**config.mk**
```make
export PLATFORM = sky130hd
export DESIGN_NAME = humidity_sensor_pulse_reader
export DESIGN_NICKNAME = d
export VERILOG_FILES = /design/src/hw/rtl/hspr_pkg.sv /design/src/hw/rtl/hspr_cfg.sv /design/src/hw/rtl/hspr_seq.sv /design/src/hw/rtl/hspr_out.sv /design/src/hw/rtl/humidity_sensor_pulse_reader.sv
export SDC_FILE = /design/constraint.sdc
export NUM_CORES = 1
export LEC_CHECK = 0
export BUFFER_PORTS_ARGS = -buffer_cell sky130_fd_sc_hd__buf_2
export CORE_MARGIN = 2
export CORE_UTILIZATION = 30
export CTS_CLUSTER_SIZE = 16
export DETAILED_ROUTE_END_ITERATION = 10
export PLACE_DENSITY_LB_ADDON = 0.12
export SLEW_MARGIN = 10
export SYNTH_ARGS = -nofsm -noshare
export SYNTH_HDL_FRONTEND = slang
export SYNTH_HIERARCHICAL = 1
export SYNTH_SLANG_ARGS = --single-unit
```
**constraint.sdc**
```tcl
create_clock -name i_clk -period 17.7 [get_ports i_clk]
set_input_delay 3.54 -clock i_clk [delete_from_list [all_inputs] [get_ports i_clk]]
set_output_delay 3.54 -clock i_clk [all_outputs]
set_load 0.005 [all_outputs]
```
**src/hw/rtl/hspr_pkg.sv**
```systemverilog
// Shared types, codes and constants for the humidity sensor pulse reader.
package hspr_pkg;

    // Parameter defaults
    localparam int FRAME_BITS_DEF  = 40;
    localparam int COUNT_WIDTH_DEF = 16;

    // Configuration port geometry
    localparam int CFG_WIDTH      = 16;
    localparam int CFG_ADDR_WIDTH = 3;

    // Register indexes
    localparam logic [CFG_ADDR_WIDTH-1:0] CFG_START_LOW = 3'd0;
    localparam logic [CFG_ADDR_WIDTH-1:0] CFG_RELEASE   = 3'd1;
    localparam logic [CFG_ADDR_WIDTH-1:0] CFG_TIMEOUT   = 3'd2;
    localparam logic [CFG_ADDR_WIDTH-1:0] CFG_ZERO_MIN  = 3'd3;
    localparam logic [CFG_ADDR_WIDTH-1:0] CFG_ZERO_MAX  = 3'd4;
    localparam logic [CFG_ADDR_WIDTH-1:0] CFG_ONE_MIN   = 3'd5;
    localparam logic [CFG_ADDR_WIDTH-1:0] CFG_ONE_MAX   = 3'd6;

    // Register reset values
    localparam logic [CFG_WIDTH-1:0] RST_START_LOW = 16'd18000;
    localparam logic [CFG_WIDTH-1:0] RST_RELEASE   = 16'd40;
    localparam logic [CFG_WIDTH-1:0] RST_TIMEOUT   = 16'd500;
    localparam logic [CFG_WIDTH-1:0] RST_ZERO_MIN  = 16'd20;
    localparam logic [CFG_WIDTH-1:0] RST_ZERO_MAX  = 16'd30;
    localparam logic [CFG_WIDTH-1:0] RST_ONE_MIN   = 16'd60;
    localparam logic [CFG_WIDTH-1:0] RST_ONE_MAX   = 16'd80;

    // Exclusive window for the sensor response pulses
    localparam logic [CFG_WIDTH-1:0] ACK_MIN = 16'd75;
    localparam logic [CFG_WIDTH-1:0] ACK_MAX = 16'd85;

    // Completion status codes
    localparam logic [1:0] ST_OK      = 2'd0;
    localparam logic [1:0] ST_TIMEOUT = 2'd1;
    localparam logic [1:0] ST_BAD_ACK = 2'd2;

    // Live register values
    typedef struct packed {
        logic [CFG_WIDTH-1:0] start_low_ticks;
        logic [CFG_WIDTH-1:0] release_ticks;
        logic [CFG_WIDTH-1:0] timeout_ticks;
        logic [CFG_WIDTH-1:0] zero_min;
        logic [CFG_WIDTH-1:0] zero_max;
        logic [CFG_WIDTH-1:0] one_min;
        logic [CFG_WIDTH-1:0] one_max;
    } t_cfg;

    // Control and status part of one result item
    typedef struct packed {
        logic       drive_enable;
        logic       drive_level;
        logic       busy;
        logic       done;
        logic [1:0] status;
    } t_flags;

endpackage

```
**src/hw/rtl/hspr_cfg.sv**
```systemverilog
// Configuration register file of the pulse reader.
module hspr_cfg (
    input  logic                              i_clk,
    input  logic                              i_rst_n,
    input  logic                              i_cfg_we,
    input  logic [hspr_pkg::CFG_ADDR_WIDTH-1:0] i_cfg_addr,
    input  logic [hspr_pkg::CFG_WIDTH-1:0]    i_cfg_data,
    output hspr_pkg::t_cfg                    o_cfg
);

    hspr_pkg::t_cfg r_cfg;
    hspr_pkg::t_cfg n_cfg;

    // Decode the write; indexes past the list are dropped
    always_comb begin
        n_cfg = r_cfg;
        if (i_cfg_we) begin
            case (i_cfg_addr)
                hspr_pkg::CFG_START_LOW: n_cfg.start_low_ticks = i_cfg_data;
                hspr_pkg::CFG_RELEASE:   n_cfg.release_ticks   = i_cfg_data;
                hspr_pkg::CFG_TIMEOUT:   n_cfg.timeout_ticks   = i_cfg_data;
                hspr_pkg::CFG_ZERO_MIN:  n_cfg.zero_min        = i_cfg_data;
                hspr_pkg::CFG_ZERO_MAX:  n_cfg.zero_max        = i_cfg_data;
                hspr_pkg::CFG_ONE_MIN:   n_cfg.one_min         = i_cfg_data;
                hspr_pkg::CFG_ONE_MAX:   n_cfg.one_max         = i_cfg_data;
                default:                 n_cfg = r_cfg;
            endcase
        end
    end

    always_ff @(posedge i_clk) begin
        if (!i_rst_n) begin
            r_cfg.start_low_ticks <= hspr_pkg::RST_START_LOW;
            r_cfg.release_ticks   <= hspr_pkg::RST_RELEASE;
            r_cfg.timeout_ticks   <= hspr_pkg::RST_TIMEOUT;
            r_cfg.zero_min        <= hspr_pkg::RST_ZERO_MIN;
            r_cfg.zero_max        <= hspr_pkg::RST_ZERO_MAX;
            r_cfg.one_min         <= hspr_pkg::RST_ONE_MIN;
            r_cfg.one_max         <= hspr_pkg::RST_ONE_MAX;
        end else begin
            r_cfg <= n_cfg;
        end
    end

    assign o_cfg = r_cfg;

endmodule

```
**src/hw/rtl/hspr_seq.sv**
```systemverilog
// Read sequencer: line drive, pulse timing and bit assembly, one item per cycle while items are accepted.
module hspr_seq #(
    parameter int FRAME_BITS  = hspr_pkg::FRAME_BITS_DEF,
    parameter int COUNT_WIDTH = hspr_pkg::COUNT_WIDTH_DEF
) (
    input  logic                  i_clk,
    input  logic                  i_rst_n,
    input  logic                  i_accept,
    input  logic                  i_action,
    input  logic                  i_pin_level,
    input  hspr_pkg::t_cfg        i_cfg,
    output hspr_pkg::t_flags      o_flags,
    output logic [FRAME_BITS-1:0] o_frame
);

    localparam int BC_W  = $clog2(FRAME_BITS + 1);
    localparam int CMP_W = (COUNT_WIDTH > hspr_pkg::CFG_WIDTH) ? COUNT_WIDTH
                                                               : hspr_pkg::CFG_WIDTH;
    localparam logic [COUNT_WIDTH-1:0] CNT_MAX = {COUNT_WIDTH{1'b1}};
    localparam logic [COUNT_WIDTH-1:0] CNT_ONE = COUNT_WIDTH'(1);

    typedef enum logic [3:0] {
        PH_IDLE      = 4'd0,
        PH_START_LOW = 4'd1,
        PH_RELEASE   = 4'd2,
        PH_WAIT_ACK  = 4'd3,
        PH_ACK_LOW   = 4'd4,
        PH_ACK_HIGH  = 4'd5,
        PH_BIT_LOW   = 4'd6,
        PH_BIT_HIGH  = 4'd7
    } t_phase;

    t_phase                 r_phase,    n_phase;
    logic [COUNT_WIDTH-1:0] r_elapsed,  n_elapsed;
    logic [BC_W-1:0]        r_bit_cnt,  n_bit_cnt;
    logic [FRAME_BITS-1:0]  r_frame,    n_frame;
    logic                   r_last_bit, n_last_bit;
    logic [COUNT_WIDTH-1:0] r_ack_low,  n_ack_low;

    logic                   done;
    logic [1:0]             status;
    logic [COUNT_WIDTH-1:0] el_inc;
    logic [CMP_W-1:0]       x_inc, x_el, x_ack;
    logic [CMP_W-1:0]       x_start, x_rel, x_tmo;
    logic [CMP_W-1:0]       x_z_lo, x_z_hi, x_o_lo, x_o_hi, x_a_lo, x_a_hi;
    logic                   tmo_hit, ack_ok, bit_val;
    logic [BC_W-1:0]        bc_inc;

    // Saturating count and widened operands for the compares
    always_comb begin
        el_inc  = (r_elapsed == CNT_MAX) ? r_elapsed : r_elapsed + CNT_ONE;
        x_inc   = CMP_W'(el_inc);
        x_el    = CMP_W'(r_elapsed);
        x_ack   = CMP_W'(r_ack_low);
        x_start = CMP_W'(i_cfg.start_low_ticks);
        x_rel   = CMP_W'(i_cfg.release_ticks);
        x_tmo   = CMP_W'(i_cfg.timeout_ticks);
        x_z_lo  = CMP_W'(i_cfg.zero_min);
        x_z_hi  = CMP_W'(i_cfg.zero_max);
        x_o_lo  = CMP_W'(i_cfg.one_min);
        x_o_hi  = CMP_W'(i_cfg.one_max);
        x_a_lo  = CMP_W'(hspr_pkg::ACK_MIN);
        x_a_hi  = CMP_W'(hspr_pkg::ACK_MAX);
        tmo_hit = x_inc > x_tmo;
        ack_ok  = (x_ack > x_a_lo) && (x_ack < x_a_hi) &&
                  (x_el > x_a_lo) && (x_el < x_a_hi);
        // high time decides the bit; outside both windows the last bit repeats
        if ((x_el > x_z_lo) && (x_el < x_z_hi)) begin
            bit_val = 1'b0;
        end else if ((x_el > x_o_lo) && (x_el < x_o_hi)) begin
            bit_val = 1'b1;
        end else begin
            bit_val = r_last_bit;
        end
        bc_inc = r_bit_cnt + BC_W'(1);
    end

    // Next state for the accepted item
    always_comb begin
        n_phase    = r_phase;
        n_elapsed  = r_elapsed;
        n_bit_cnt  = r_bit_cnt;
        n_frame    = r_frame;
        n_last_bit = r_last_bit;
        n_ack_low  = r_ack_low;
        done       = 1'b0;
        status     = hspr_pkg::ST_OK;
        if (i_accept) begin
            if (i_action) begin
                // start: taken only when idle
                case (r_phase)
                    PH_START_LOW, PH_RELEASE, PH_WAIT_ACK, PH_ACK_LOW,
                    PH_ACK_HIGH, PH_BIT_LOW, PH_BIT_HIGH: n_phase = r_phase;
                    default: begin
                        n_bit_cnt  = '0;
                        n_frame    = '0;
                        n_last_bit = 1'b0;
                        n_ack_low  = '0;
                        n_elapsed  = '0;
                        if (i_cfg.start_low_ticks != '0) begin
                            n_phase = PH_START_LOW;
                        end else if (i_cfg.release_ticks != '0) begin
                            n_phase = PH_RELEASE;
                        end else begin
                            n_phase = PH_WAIT_ACK;
                        end
                    end
                endcase
            end else begin
                case (r_phase)
                    PH_START_LOW: begin
                        n_elapsed = el_inc;
                        if (x_inc >= x_start) begin
                            n_elapsed = '0;
                            n_phase   = (i_cfg.release_ticks != '0) ? PH_RELEASE
                                                                    : PH_WAIT_ACK;
                        end
                    end
                    PH_RELEASE: begin
                        n_elapsed = el_inc;
                        if (x_inc >= x_rel) begin
                            n_elapsed = '0;
                            n_phase   = PH_WAIT_ACK;
                        end
                    end
                    PH_WAIT_ACK: begin
                        if (i_pin_level) begin
                            n_elapsed = el_inc;
                            done      = tmo_hit;
                            status    = tmo_hit ? hspr_pkg::ST_TIMEOUT : hspr_pkg::ST_OK;
                        end else begin
                            n_phase   = PH_ACK_LOW;
                            n_elapsed = CNT_ONE;
                        end
                    end
                    PH_ACK_LOW: begin
                        if (!i_pin_level) begin
                            n_elapsed = el_inc;
                            done      = tmo_hit;
                            status    = tmo_hit ? hspr_pkg::ST_TIMEOUT : hspr_pkg::ST_OK;
                        end else begin
                            n_ack_low = r_elapsed;
                            n_phase   = PH_ACK_HIGH;
                            n_elapsed = CNT_ONE;
                        end
                    end
                    PH_ACK_HIGH: begin
                        if (i_pin_level) begin
                            n_elapsed = el_inc;
                            done      = tmo_hit;
                            status    = tmo_hit ? hspr_pkg::ST_TIMEOUT : hspr_pkg::ST_OK;
                        end else if (!ack_ok) begin
                            done   = 1'b1;
                            status = hspr_pkg::ST_BAD_ACK;
                        end else begin
                            n_phase   = PH_BIT_LOW;
                            n_elapsed = CNT_ONE;
                            n_bit_cnt = '0;
                        end
                    end
                    PH_BIT_LOW: begin
                        if (!i_pin_level) begin
                            n_elapsed = el_inc;
                            done      = tmo_hit;
                            status    = tmo_hit ? hspr_pkg::ST_TIMEOUT : hspr_pkg::ST_OK;
                        end else begin
                            n_phase   = PH_BIT_HIGH;
                            n_elapsed = CNT_ONE;
                        end
                    end
                    PH_BIT_HIGH: begin
                        if (i_pin_level) begin
                            n_elapsed = el_inc;
                            done      = tmo_hit;
                            status    = tmo_hit ? hspr_pkg::ST_TIMEOUT : hspr_pkg::ST_OK;
                        end else begin
                            n_last_bit = bit_val;
                            n_frame    = {r_frame[FRAME_BITS-2:0], bit_val};
                            n_bit_cnt  = bc_inc;
                            if (bc_inc >= BC_W'(FRAME_BITS)) begin
                                done   = 1'b1;
                                status = hspr_pkg::ST_OK;
                            end else begin
                                n_phase   = PH_BIT_LOW;
                                n_elapsed = CNT_ONE;
                            end
                        end
                    end
                    default: n_phase = PH_IDLE;
                endcase
            end
            if (done) begin
                n_phase   = PH_IDLE;
                n_elapsed = '0;
            end
        end
    end

    // Result of this item, from the phase it leaves behind
    always_comb begin
        o_flags.drive_enable = (n_phase == PH_START_LOW) || (n_phase == PH_RELEASE);
        o_flags.drive_level  = (n_phase == PH_RELEASE);
        o_flags.busy         = (n_phase != PH_IDLE);
        o_flags.done         = done;
        o_flags.status       = done ? status : hspr_pkg::ST_OK;
        o_frame              = (done && (status == hspr_pkg::ST_OK)) ? n_frame : '0;
    end

    // Sequencer state
    always_ff @(posedge i_clk) begin
        if (!i_rst_n) begin
            r_phase    <= PH_IDLE;
            r_elapsed  <= '0;
            r_bit_cnt  <= '0;
            r_frame    <= '0;
            r_last_bit <= 1'b0;
            r_ack_low  <= '0;
        end else begin
            r_phase    <= n_phase;
            r_elapsed  <= n_elapsed;
            r_bit_cnt  <= n_bit_cnt;
            r_frame    <= n_frame;
            r_last_bit <= n_last_bit;
            r_ack_low  <= n_ack_low;
        end
    end

endmodule

```
**src/hw/rtl/hspr_out.sv**
```systemverilog
// Result register: holds one item for the receiver and splits out the frame bytes.
module hspr_out #(
    parameter int FRAME_BITS = hspr_pkg::FRAME_BITS_DEF
) (
    input  logic                  i_clk,
    input  logic                  i_rst_n,
    input  logic                  i_load,
    input  logic                  i_take,
    input  hspr_pkg::t_flags      i_flags,
    input  logic [FRAME_BITS-1:0] i_frame,
    output logic                  o_valid,
    output hspr_pkg::t_flags      o_flags,
    output logic [7:0]            o_humidity,
    output logic [7:0]            o_temperature,
    output logic [FRAME_BITS-1:0] o_frame
);

    logic                  r_valid;
    logic                  n_valid;
    hspr_pkg::t_flags      r_flags;
    logic [FRAME_BITS-1:0] r_frame;

    // Valid stays until the receiver takes the item
    always_comb begin
        n_valid = r_valid;
        if (i_load) begin
            n_valid = 1'b1;
        end else if (i_take) begin
            n_valid = 1'b0;
        end
    end

    always_ff @(posedge i_clk) begin
        if (!i_rst_n) begin
            r_valid <= 1'b0;
        end else begin
            r_valid <= n_valid;
        end
    end

    // Payload, no reset
    always_ff @(posedge i_clk) begin
        if (i_load) begin
            r_flags <= i_flags;
            r_frame <= i_frame;
        end
    end

    assign o_valid       = r_valid;
    assign o_flags       = r_flags;
    assign o_frame       = r_frame;
    assign o_humidity    = r_frame[FRAME_BITS-1 -: 8];
    assign o_temperature = r_frame[FRAME_BITS-17 -: 8];

endmodule

```
**src/hw/rtl/humidity_sensor_pulse_reader.sv**
```systemverilog
// Top level of the single-wire humidity and temperature sensor reader.
//
// Input channel (i_valid / o_stall): each item is a start command
// (i_action = 1) or a one-microsecond tick (i_action = 0) with the sampled
// line level on i_pin_level. Every item gives exactly one result item on the
// output channel (o_valid / i_stall), in order.
// Result: line drive to apply after the item, busy, done and status, and on a
// good completion the humidity byte, the temperature byte and the raw frame.
// o_valid rises in the cycle after acceptance. Throughput is one item per
// cycle unless the receiver stalls: the sequencer state updates in the accept
// cycle and the result register is reloaded in the same cycle it is taken.
// When the receiver stalls while a result waits, the result register holds
// and o_stall rises, so the next item waits upstream; no item is dropped.
// Reset (synchronous, active low) puts the sequencer idle, clears the
// result valid and loads the default timing registers.
// The user must write registers (i_cfg_we / i_cfg_addr / i_cfg_data) only while
// the block is idle; the block does not enforce it. Unknown indexes are ignored.
module humidity_sensor_pulse_reader #(
    parameter int FRAME_BITS  = hspr_pkg::FRAME_BITS_DEF,
    parameter int COUNT_WIDTH = hspr_pkg::COUNT_WIDTH_DEF
) (
    input  logic                                i_clk,
    input  logic                                i_rst_n,
    input  logic                                i_cfg_we,
    input  logic [hspr_pkg::CFG_ADDR_WIDTH-1:0] i_cfg_addr,
    input  logic [hspr_pkg::CFG_WIDTH-1:0]      i_cfg_data,
    input  logic                                i_valid,
    output logic                                o_stall,
    input  logic                                i_action,
    input  logic                                i_pin_level,
    output logic                                o_valid,
    input  logic                                i_stall,
    output logic                                o_drive_enable,
    output logic                                o_drive_level,
    output logic                                o_busy_res,
    output logic                                o_done_res,
    output logic [1:0]                          o_status,
    output logic [7:0]                          o_humidity,
    output logic [7:0]                          o_temperature,
    output logic [FRAME_BITS-1:0]               o_raw_frame
);

    hspr_pkg::t_cfg        cfg;
    hspr_pkg::t_flags      seq_flags;
    hspr_pkg::t_flags      out_flags;
    logic [FRAME_BITS-1:0] seq_frame;
    logic                  in_acc;
    logic                  out_take;

    // Handshake: stall only while a result waits and the receiver stalls
    assign o_stall  = o_valid && i_stall;
    assign in_acc   = i_valid && !o_stall;
    assign out_take = o_valid && !i_stall;

    hspr_cfg u_cfg (
        .i_clk      (i_clk),
        .i_rst_n    (i_rst_n),
        .i_cfg_we   (i_cfg_we),
        .i_cfg_addr (i_cfg_addr),
        .i_cfg_data (i_cfg_data),
        .o_cfg      (cfg)
    );

    hspr_seq #(
        .FRAME_BITS  (FRAME_BITS),
        .COUNT_WIDTH (COUNT_WIDTH)
    ) u_seq (
        .i_clk       (i_clk),
        .i_rst_n     (i_rst_n),
        .i_accept    (in_acc),
        .i_action    (i_action),
        .i_pin_level (i_pin_level),
        .i_cfg       (cfg),
        .o_flags     (seq_flags),
        .o_frame     (seq_frame)
    );

    hspr_out #(
        .FRAME_BITS (FRAME_BITS)
    ) u_out (
        .i_clk         (i_clk),
        .i_rst_n       (i_rst_n),
        .i_load        (in_acc),
        .i_take        (out_take),
        .i_flags       (seq_flags),
        .i_frame       (seq_frame),
        .o_valid       (o_valid),
        .o_flags       (out_flags),
        .o_humidity    (o_humidity),
        .o_temperature (o_temperature),
        .o_frame       (o_raw_frame)
    );

    assign o_drive_enable = out_flags.drive_enable;
    assign o_drive_level  = out_flags.drive_level;
    assign o_busy_res     = out_flags.busy;
    assign o_done_res     = out_flags.done;
    assign o_status       = out_flags.status;

    // Every accepted item shows up as a result on the next cycle
    a_acc_to_valid: assert property (@(posedge i_clk) disable iff (!i_rst_n)
        in_acc |=> o_valid)
        else $error("accepted item did not produce a result");

    // A finished read leaves the block idle and not driving
    a_done_idle: assert property (@(posedge i_clk) disable iff (!i_rst_n)
        (o_valid && o_done_res) |-> (!o_busy_res && !o_drive_enable))
        else $error("read ended while still busy or driving");

    // Frame data only on a good completion
    a_frame_gated: assert property (@(posedge i_clk) disable iff (!i_rst_n)
        (o_valid && !(o_done_res && (o_status == hspr_pkg::ST_OK))) |->
        (o_raw_frame == '0))
        else $error("frame shown without a good completion");

    // Driving the line happens only inside a read
    a_drive_busy: assert property (@(posedge i_clk) disable iff (!i_rst_n)
        (o_valid && o_drive_enable) |-> o_busy_res)
        else $error("line driven while idle");

endmodule
```
======== Word-level counts from Yosys, hierarchy flattened ========
Index checks and enable logic that the tools add are counted.
cells by class
  add/sub/neg operators ................... 2
  multiply operators ...................... 0
  div/mod/pow operators ................... 0
  $lt $le $gt $ge ......................... 12
  equal/unequal tests ..................... 24
  shifts and indexed selects .............. 0
  mux-type cells .......................... 69
  bitwise operators ....................... 0
  reduce and logical (&&, ||, !) cells .... 37
operators with widths
  operator                                                         number
  two-way mux 16 bit                                               15
  two-way mux 40 bit                                               5
  one-hot mux 16 bit (6 select lines)                              1
  two-way mux 4 bit                                                14
  greater-than comparator 16 bit                                   3
  greater-or-equal comparator 16 bit                               2
  greater-than comparator 16 x 7 -> 1 bit (second input constant)  2
  less-than comparator 16 bit                                      2
  less-than comparator 16 x 7 -> 1 bit (second input constant)     2
  nonzero test 16 bit                                              2
  two-way mux 6 bit                                                5
  one-hot mux 4 bit (7 select lines)                               1
  two-way mux 1 bit                                                19
  adder 16 x 1 -> 16 bit (second input constant)                   1
  equality test 16 bit (second input constant)                     1
  equality test 4 x 3 -> 1 bit (second input constant)             4
  AND reduction 2 bit                                              7
  equality test 4 x 2 -> 1 bit (second input constant)             3
  two-way mux 2 bit                                                6
  one-hot mux 6 bit (2 select lines)                               1
  equality test 3 bit (second input constant)                      3
  logical AND 1 bit                                                9
  equality test 4 x 1 -> 1 bit (second input constant)             2
  AND reduction 4 bit                                              2
  23 further kinds                                                 32
storage, ports and cells
  register bits after elaboration ......... 242
  bits in latches ......................... 0
  memory bits (writable) .................. 0
  ROM bits ................................ 0
  input port bits ......................... 26
  output and inout bits ................... 64
  memories kept ........................... 0

======== Depth between registers and ports, before layout ========
Gate-level depths: netlist (run 1).
  depth in word-level cells ............... 13
  gate-level depth with buffers ........... 19
  depth with buffers taken out ............ 16

======== Modules after synthesis ========
The synthesis (run 1) kept the hierarchy.
by module, submodules not included
  module                        instances  cells an instance  area each (sq um)
  hspr_seq                      1          961                7507.2
  hspr_cfg                      1          399                4216.5
  hspr_out                      1          65                 1542.7
  humidity_sensor_pulse_reader  1          3                  23.8

======== Worst setup path after synthesis (run 1) ========
Ideal clock, no wire load.
  path kind ............................... in2reg
  start ................................... input i_valid
  end ..................................... register u_out.r_flags, in the netlist u_out/o_flags[5] (data pin)
  library setup time ...................... 0.262 ns
  data arrival time ....................... 8.997 ns
  required time ........................... 17.438 ns
  path slack .............................. 8.441 ns
  cell stages on the path ................. 8
  path buffers ............................ 0
  cell sequence ........................... a21boi_0 -> nand2_1 -> a221o_1 -> a311o_1 -> a211oi_2 -> a22oi_1 -> o211ai_1 -> mux2i_1
RTL lines
  element               line                                source
  start, declared       humidity_sensor_pulse_reader.sv:27  input logic i_valid,
  end signal, assigned  hspr_out.sv:44                      r_flags <= i_flags;
  end, declared         hspr_out.sv:20                      hspr_pkg::t_flags r_flags;

======== Worst setup path in the final report (run 1) ========
  start ................................... input i_stall
  end ..................................... output o_stall
on the way
  word-level cells in the longest chain between the ends .. 1
ends and longest elaborated chain
  element            line                                source
  start, declared    humidity_sensor_pulse_reader.sv:32  input logic i_stall,
  logical AND 1 bit  humidity_sensor_pulse_reader.sv:51  assign o_stall = o_valid && i_stall;
  end, declared      humidity_sensor_pulse_reader.sv:28  output logic o_stall,
No other way between the ends.

==> results of run 1 <==
worst register-to-register path: stages (launching register included):
cell,delay [ps]
dfxtp_1,780
and3_1,340
nand3_1,200
nor2_2,380
nor3_1,150
nand3_1,230
nor3_1,100
or2_2,370
ha_1,320
nand4_1,150
nor3_1,670
nand3_1,250
a211oi_1,360
o31a_4,200
and4_1,750
a22oi_1,150
nor2b_1,160
layer usage:
layer | track usage, % | vias up
met5 | 0 | -
met2 | 25.27 | 189
li1 | - | 5079
met1 | 21.77 | 4687
met3 | 2.170 | 46
met4 | 3.935 | 0
per-stage QoR:
step / setup slack, ps / utilization [%] / cell area (um^2)
floorplan: 8441 / - / 13290
global route: 10200 / 34.28 / 15060
CTS: 10220 / 34.28 / 15060
global placement: 10210 / 32.14 / 14120
finish: 10220 / 34.28 / 15060
detailed placement: 10220 / 32.14 / 14120
logic make-up (layout without fill, tap and decap cells):
logic type	count (synthesis)	after routing	synth area share [%]
compound gates	239	239	13.44
xor+xnor	9	9	0.5931
fa+ha+maj	111	111	10.45
buf+inv	210	277	7.098
flops	242	242	39.92
mux	118	118	8.906
simple gates	499	499	19.59
Yosys cell counts, types with 27 or more instances:
master,number
clkbuf_1,37
ha_1,111
mux2i_1,116
a21oi_1,33
nand3_1,37
nor2_1,84
dfxtp_1,196
o21ai_0,32
nor2b_1,99
buf_4,27
a22oi_1,45
inv_1,118
edfxtp_1,46
nand2_1,147
placed cells by master (no fill, tap or decap), drive strengths merged, types with 9 or more instances in the layout:
cell,n
a21boi,25
a21o,16
nor2,85
nand2b,19
nand2,147
a21oi,34
a211oi,14
nor4,15
ha,111
buf,104
mux2i,116
clkbuf,43
o21a,13
inv,121
dfxtp,196
o211ai,13
or2,9
nand4,18
nor2b,100
nor3,20
nand3,39
o21ai,39
edfxtp,46
a22oi,48
power groups by stage:
stage                      logic, W  registers, W  clock network, W
after floorplan           0.0000602      0.000591                 0
after global placement    0.0000888      0.000592                 0
after detailed placement  0.0000892      0.000592                 0
after CTS                 0.0000896      0.000580          0.000621
after global routing      0.0000974      0.000582          0.000644
final                     0.0000881      0.000580          0.000600
worst max path at each step:
stage                  endpoint  cells after the start  startpoint  slack (ps)
5_1_grt                 o_stall                      3     i_stall       10200
2_1_floorplan  u_out/o_flags[5]                      8     i_valid        8440
4_1_cts                 o_stall                      3     i_stall       10220
3_5_place_dp            o_stall                      3     i_stall       10220
3_3_place_gp            o_stall                      3     i_stall       10210
6_report                o_stall                      3     i_stall       10220
registers in the layout (all words and copies together), names as in the netlist:
name,cells
u_out/o_flags,6
u_seq/r_frame,40
u_cfg/o_cfg,112
u_seq/r_last_bit,1
u_seq/r_elapsed,16
u_out/o_valid,1
u_seq/r_ack_low,16
u_seq/r_bit_cnt,6
u_out/o_frame,40
u_seq/r_phase,4
layout make-up:
type / count / area (um^2) / area share [%]
clock buffers: 43 / 798.3 / 5.300
clock inverters: 10 / 141.4 / 0.9388
inverters: 120 / 450.4 / 2.991
multi-input cells: 976 / 7061 / 46.88
flip-flops and latches: 242 / 5305 / 35.22
well taps: 592 / 740.7 / 4.918
repair buffers: 104 / 564.3 / 3.747
==> impl_metrics.yaml, run 1 <==
logic_synthesis:
  synth_warnings: 6
  ys_ff_latch: 242
  synthTopCellsByArea: "dfxtp_1 (30%), ha_1 (10%), edfxtp_1 (10%), mux2i_1 (8.7%), nor2b_1 (4.7%)"
  synthCells: 1428
  yosys.area.top_type: "dfxtp_1"
  seq_area_frac_synth_pct: 39.92
  avgSynthCellArea_um2: 9.307
  synth_edf_count: 46
  syn_nets: 1565
  async_reset_ff_share_pct: 0
  synth_ff_type: "dfxtp_1"
  synth_area_um2: 13290
  synth_top_area_share_pct: 29.52
  synthDistinctLibCells: 84
floorplan:
  coreArea_um2: 43930
  fp-row-count: 77
  start_util_pct: 30.25
  die_w_um: 214.5
  die_height_um: 214.5
  ios: 90
  die-area_um2: 46000
power_and_ir_drop:
  p_leak_nw: 6.300
  p_clk_share_pct: 47.3
  pwr-share-comb_pct: 6.9
  intPower_w: 0.0009608
  p_switching_w: 0.0003079
  pwr-share-seq_pct: 45.7
  swShare_pct: 24.27
  powerDensity_nw_per_um2: 84.24
  peakVddDrop_v: 0.00005733
  finalPower_w: 0.001269
cts:
  cts_tree: "built"
  cts-resized-gates: 0
  numCtsBuffers: 29
  clk_path_buf_depth: 3
  cts.sinks: 242
  clk_latency_ps: 590
  path_clk_slew_ps: 60
  cts_setup_buffers: 0
  clock-root-buffer: "clkbuf_16"
  htreeDepth: 1
  ctsHoldBuffers: 0
routing:
  drtIter0Drc: 575
  final_antenna_net_count: 0
  vias: 10000
  wl_met3_mm: 1.401
  drt-wirelength-per-cell_um: 17.44
  wl_met1_mm: 17.98
  vias_per_cell: 4.792
  route.met2.wl_mm: 16.26
  highest_layer: "met4"
  first_pass_iters: 5
  drc: 0
  finalWirelength_mm: 36.40
sta:
  drv_slew: 0
  period_share_pct: 42.26
  hold_violations: 0
  slew_headroom_pct: 31.59
  fmax_mhz: 133.7
  worst_pin_slew_ps: 1024
  whs_ps: 458.4
  rsz0062_at_grt: "no"
  setup_viol: 0
  min_period_ps: 7480
  fin_setup_tns_ps: 0
  skew_ps: 32.47
worst_setup_path:
  critical_path_required_ps: 14160
  reg2regPathDepth: 16
  rr_startpoint: "u_seq/r_elapsed[8]"
  worstPathArrival_ps: 3940
  crit_path_frequent_cell: "buf_2"
  start_kind: "input port"
  critPathTopFamily: "buffers and inverters"
  crit_chain: "buf_2, and2_2, buf_2"
  r2r-end: "u_seq/r_elapsed[10]"
  critPathSlowestCell: "and2_2"
  cp_max_fo: 3
  cp_num_buf_inv: 2
  r2r_slack_ps: 12060
  endpoint_kind: "output port"
  slowest_delay_ps: 160
  criticalPathCategory: "in2out"
place:
  place.gp.congestion: 0.7992
  port_buffers: 89
  dp_hpwl_mm: 25.23
  placedCellCount: 2034
cells_and_area:
  diodes: 0
  drive_gt1_share_pct: 13.24
  fin_cells: 2087
  final_nets: 1610
  syn_to_final_growth_pct: 13.32
  nFillCells: 4609
hold_path:
  min_delay_path_depth: 2
  min_path_type: "reg2reg"
  min_to: "u_cfg/o_cfg[53]"
  hp-start: "u_cfg/o_cfg[53]"
global_routing:
  grt_use_total_pct: 15.58
  grt_max_degree: 64
  grt_pass1_vias: 9559
  antenna_found_initial: 0
  grt.overflow.total: 0
  grt_pass1_wl_mm: 56.70
flow_run:
  maxCapViolCount: 0
status:
  outcome: "complete, no violations"
No activity file was read; power rests on OpenSTA's default activity.
==> inputs of run 2 (changes only) <==
clock period = 6.9 ns   (was 17.7 ns; I/O delays follow)
==> impl_metrics.yaml, run 2 (same netlist as run 1, synthesis figures left out) <==
cts:
  cts_setup_buffers: 0
  cts_tree: "built"
  ctsHoldBuffers: 0
  numCtsBuffers: 29
  clock-root-buffer: "clkbuf_16"
  cts-resized-gates: 0
  clk_path_buf_depth: 3
  htreeDepth: 1
  cts.sinks: 242
  path_clk_slew_ps: 60
  clk_latency_ps: 580
cells_and_area:
  nFillCells: 4603
  syn_to_final_growth_pct: 13.78
  drive_gt1_share_pct: 13.44
  layout_commonest_cell: "dfxtp_1"
  largest_reg_flops: 112
  regArea_um2: 5305
  multi_input_area_um2: 7066
  diodes: 0
  mostFrequentLayoutCells: "dfxtp_1 (196), nand2_1 (147), inv_1 (118), mux2i_1 (116), ha_1 (111)"
  final_nets: 1604
power_and_ir_drop:
  powerDensity_nw_per_um2: 222.1
  p_leak_nw: 6.321
  peakVddDrop_v: 0.0001831
  finalPower_w: 0.003358
sta:
  rsz0062_at_grt: "no"
  setup_viol: 0
  min_period_ps: 5080
  skew_ps: 18.02
  whs_ps: 454.2
  hold_violations: 0
  drv_slew: 0
  fmax_mhz: 196.9
  setup_ws_ps: 1820
  worst_pin_slew_ps: 1026
  period_share_pct: 73.62
  slew_headroom_pct: 31.47
  fin_setup_tns_ps: 0
routing:
  vias_per_cell: 4.833
  drt-wirelength-per-cell_um: 17.75
  vias: 10050
  final_antenna_net_count: 0
  drc: 0
  drtIter0Drc: 620
  first_pass_iters: 6
  finalWirelength_mm: 36.92
worst_setup_path:
  cp_max_fo: 15
  rr_startpoint: "u_seq/r_elapsed[2]"
  startpoint: "u_seq/r_elapsed[2]"
  r2r_slack_ps: 1820
  reg2regPathDepth: 15
  endpoint_kind: "flop"
  start_kind: "flop"
  crit_chain: "and4_4, nand2_1, nor3_1, nand3_1, o21a_1, or2_2, ha_1, nand4_1, nor3_1, nand3_1, a211oi_1, o31a_4, and4_1, a22oi_1, nor2b_1"
  worstPathArrival_ps: 5590
  critical_path_required_ps: 7410
  r2r-end: "u_seq/r_elapsed[9]"
  critPathSlowestCell: "and4_1"
  criticalPathCategory: "reg2reg"
  slowest_delay_ps: 720
hold_path:
  hp-start: "u_cfg/o_cfg[74]"
  min_path_type: "reg2reg"
  min_delay_path_depth: 2
  min_to: "u_cfg/o_cfg[74]"
floorplan:
  ios: 90
  die-area_um2: 46000
  die_w_um: 214.5
  fp-row-count: 77
  coreArea_um2: 43930
  start_util_pct: 30.25
  die_height_um: 214.5
place:
  port_buffers: 89
  place.gp.congestion: 0.8393
  dp_hpwl_mm: 26.55
  post-place-ws_ps: 1811
global_routing:
  grt_pass1_vias: 9860
  grt_max_degree: 103
  grt_pass1_wl_mm: 57.93
  antenna_found_initial: 0
  grt.overflow.total: 0
  grt_use_total_pct: 15.91
flow_run:
  maxCapViolCount: 0
status:
  outcome: "complete, no violations"
## run 2: worst max-delay path, delay by kind of cell, from the launching register on
family,cells,cell delay (ps)
simple gates,10,3130
compound gates,4,950
flops,1,640
fa+ha+maj,1,310
## run 2: how the worst max path moves through the flow
stage                          endpoint  slack (ps)  depth (start not counted)
floorplan              u_out/o_flags[5]        1280                          8
global placement    u_seq/r_elapsed[10]        1930                         15
CTS                  u_seq/r_elapsed[9]        1810                         15
global route        u_seq/r_elapsed[12]        1350                         15
finish               u_seq/r_elapsed[9]        1820                         15
detailed placement   u_seq/r_elapsed[9]        1810                         15
## run 2: where the power goes
| part | internal, W | switching, W |
|---|---|---|
| clock network | 0.00101 | 0.000629 |
| logic | 0.0000832 | 0.000147 |
| registers | 0.00147 | 0.0000189 |
## run 2: stage by stage
stage	util [%]	instances	cell area [um^2]
finish	34.42	2080	15120
global route	34.42	2080	15120
CTS	34.42	2080	15120
detailed placement	32.08	2028	14090
global placement	32.08	2028	14090
floorplan	-	1428	13290
## run 2: layout make-up
class                   count  share of cell area, %
well taps                 592                  4.898
repair buffers             98                  3.516
inverters                 120                  2.979
multi-input cells         976                  46.72
flip-flops and latches    242                  35.08
clock inverters            11                  1.158
clock buffers              41                  5.643
## run 2: layer usage
| metal | up-vias | global-route usage [%] | routed length (um) |
|---|---|---|---|
| met3 | 65 | 2.326 | 1439 |
| met1 | 4711 | 22.31 | 18020 |
| met5 | - | 0 | 0 |
| met2 | 207 | 25.57 | 16540 |
| met4 | 0 | 4.120 | 913 |
| li1 | 5070 | - | - |
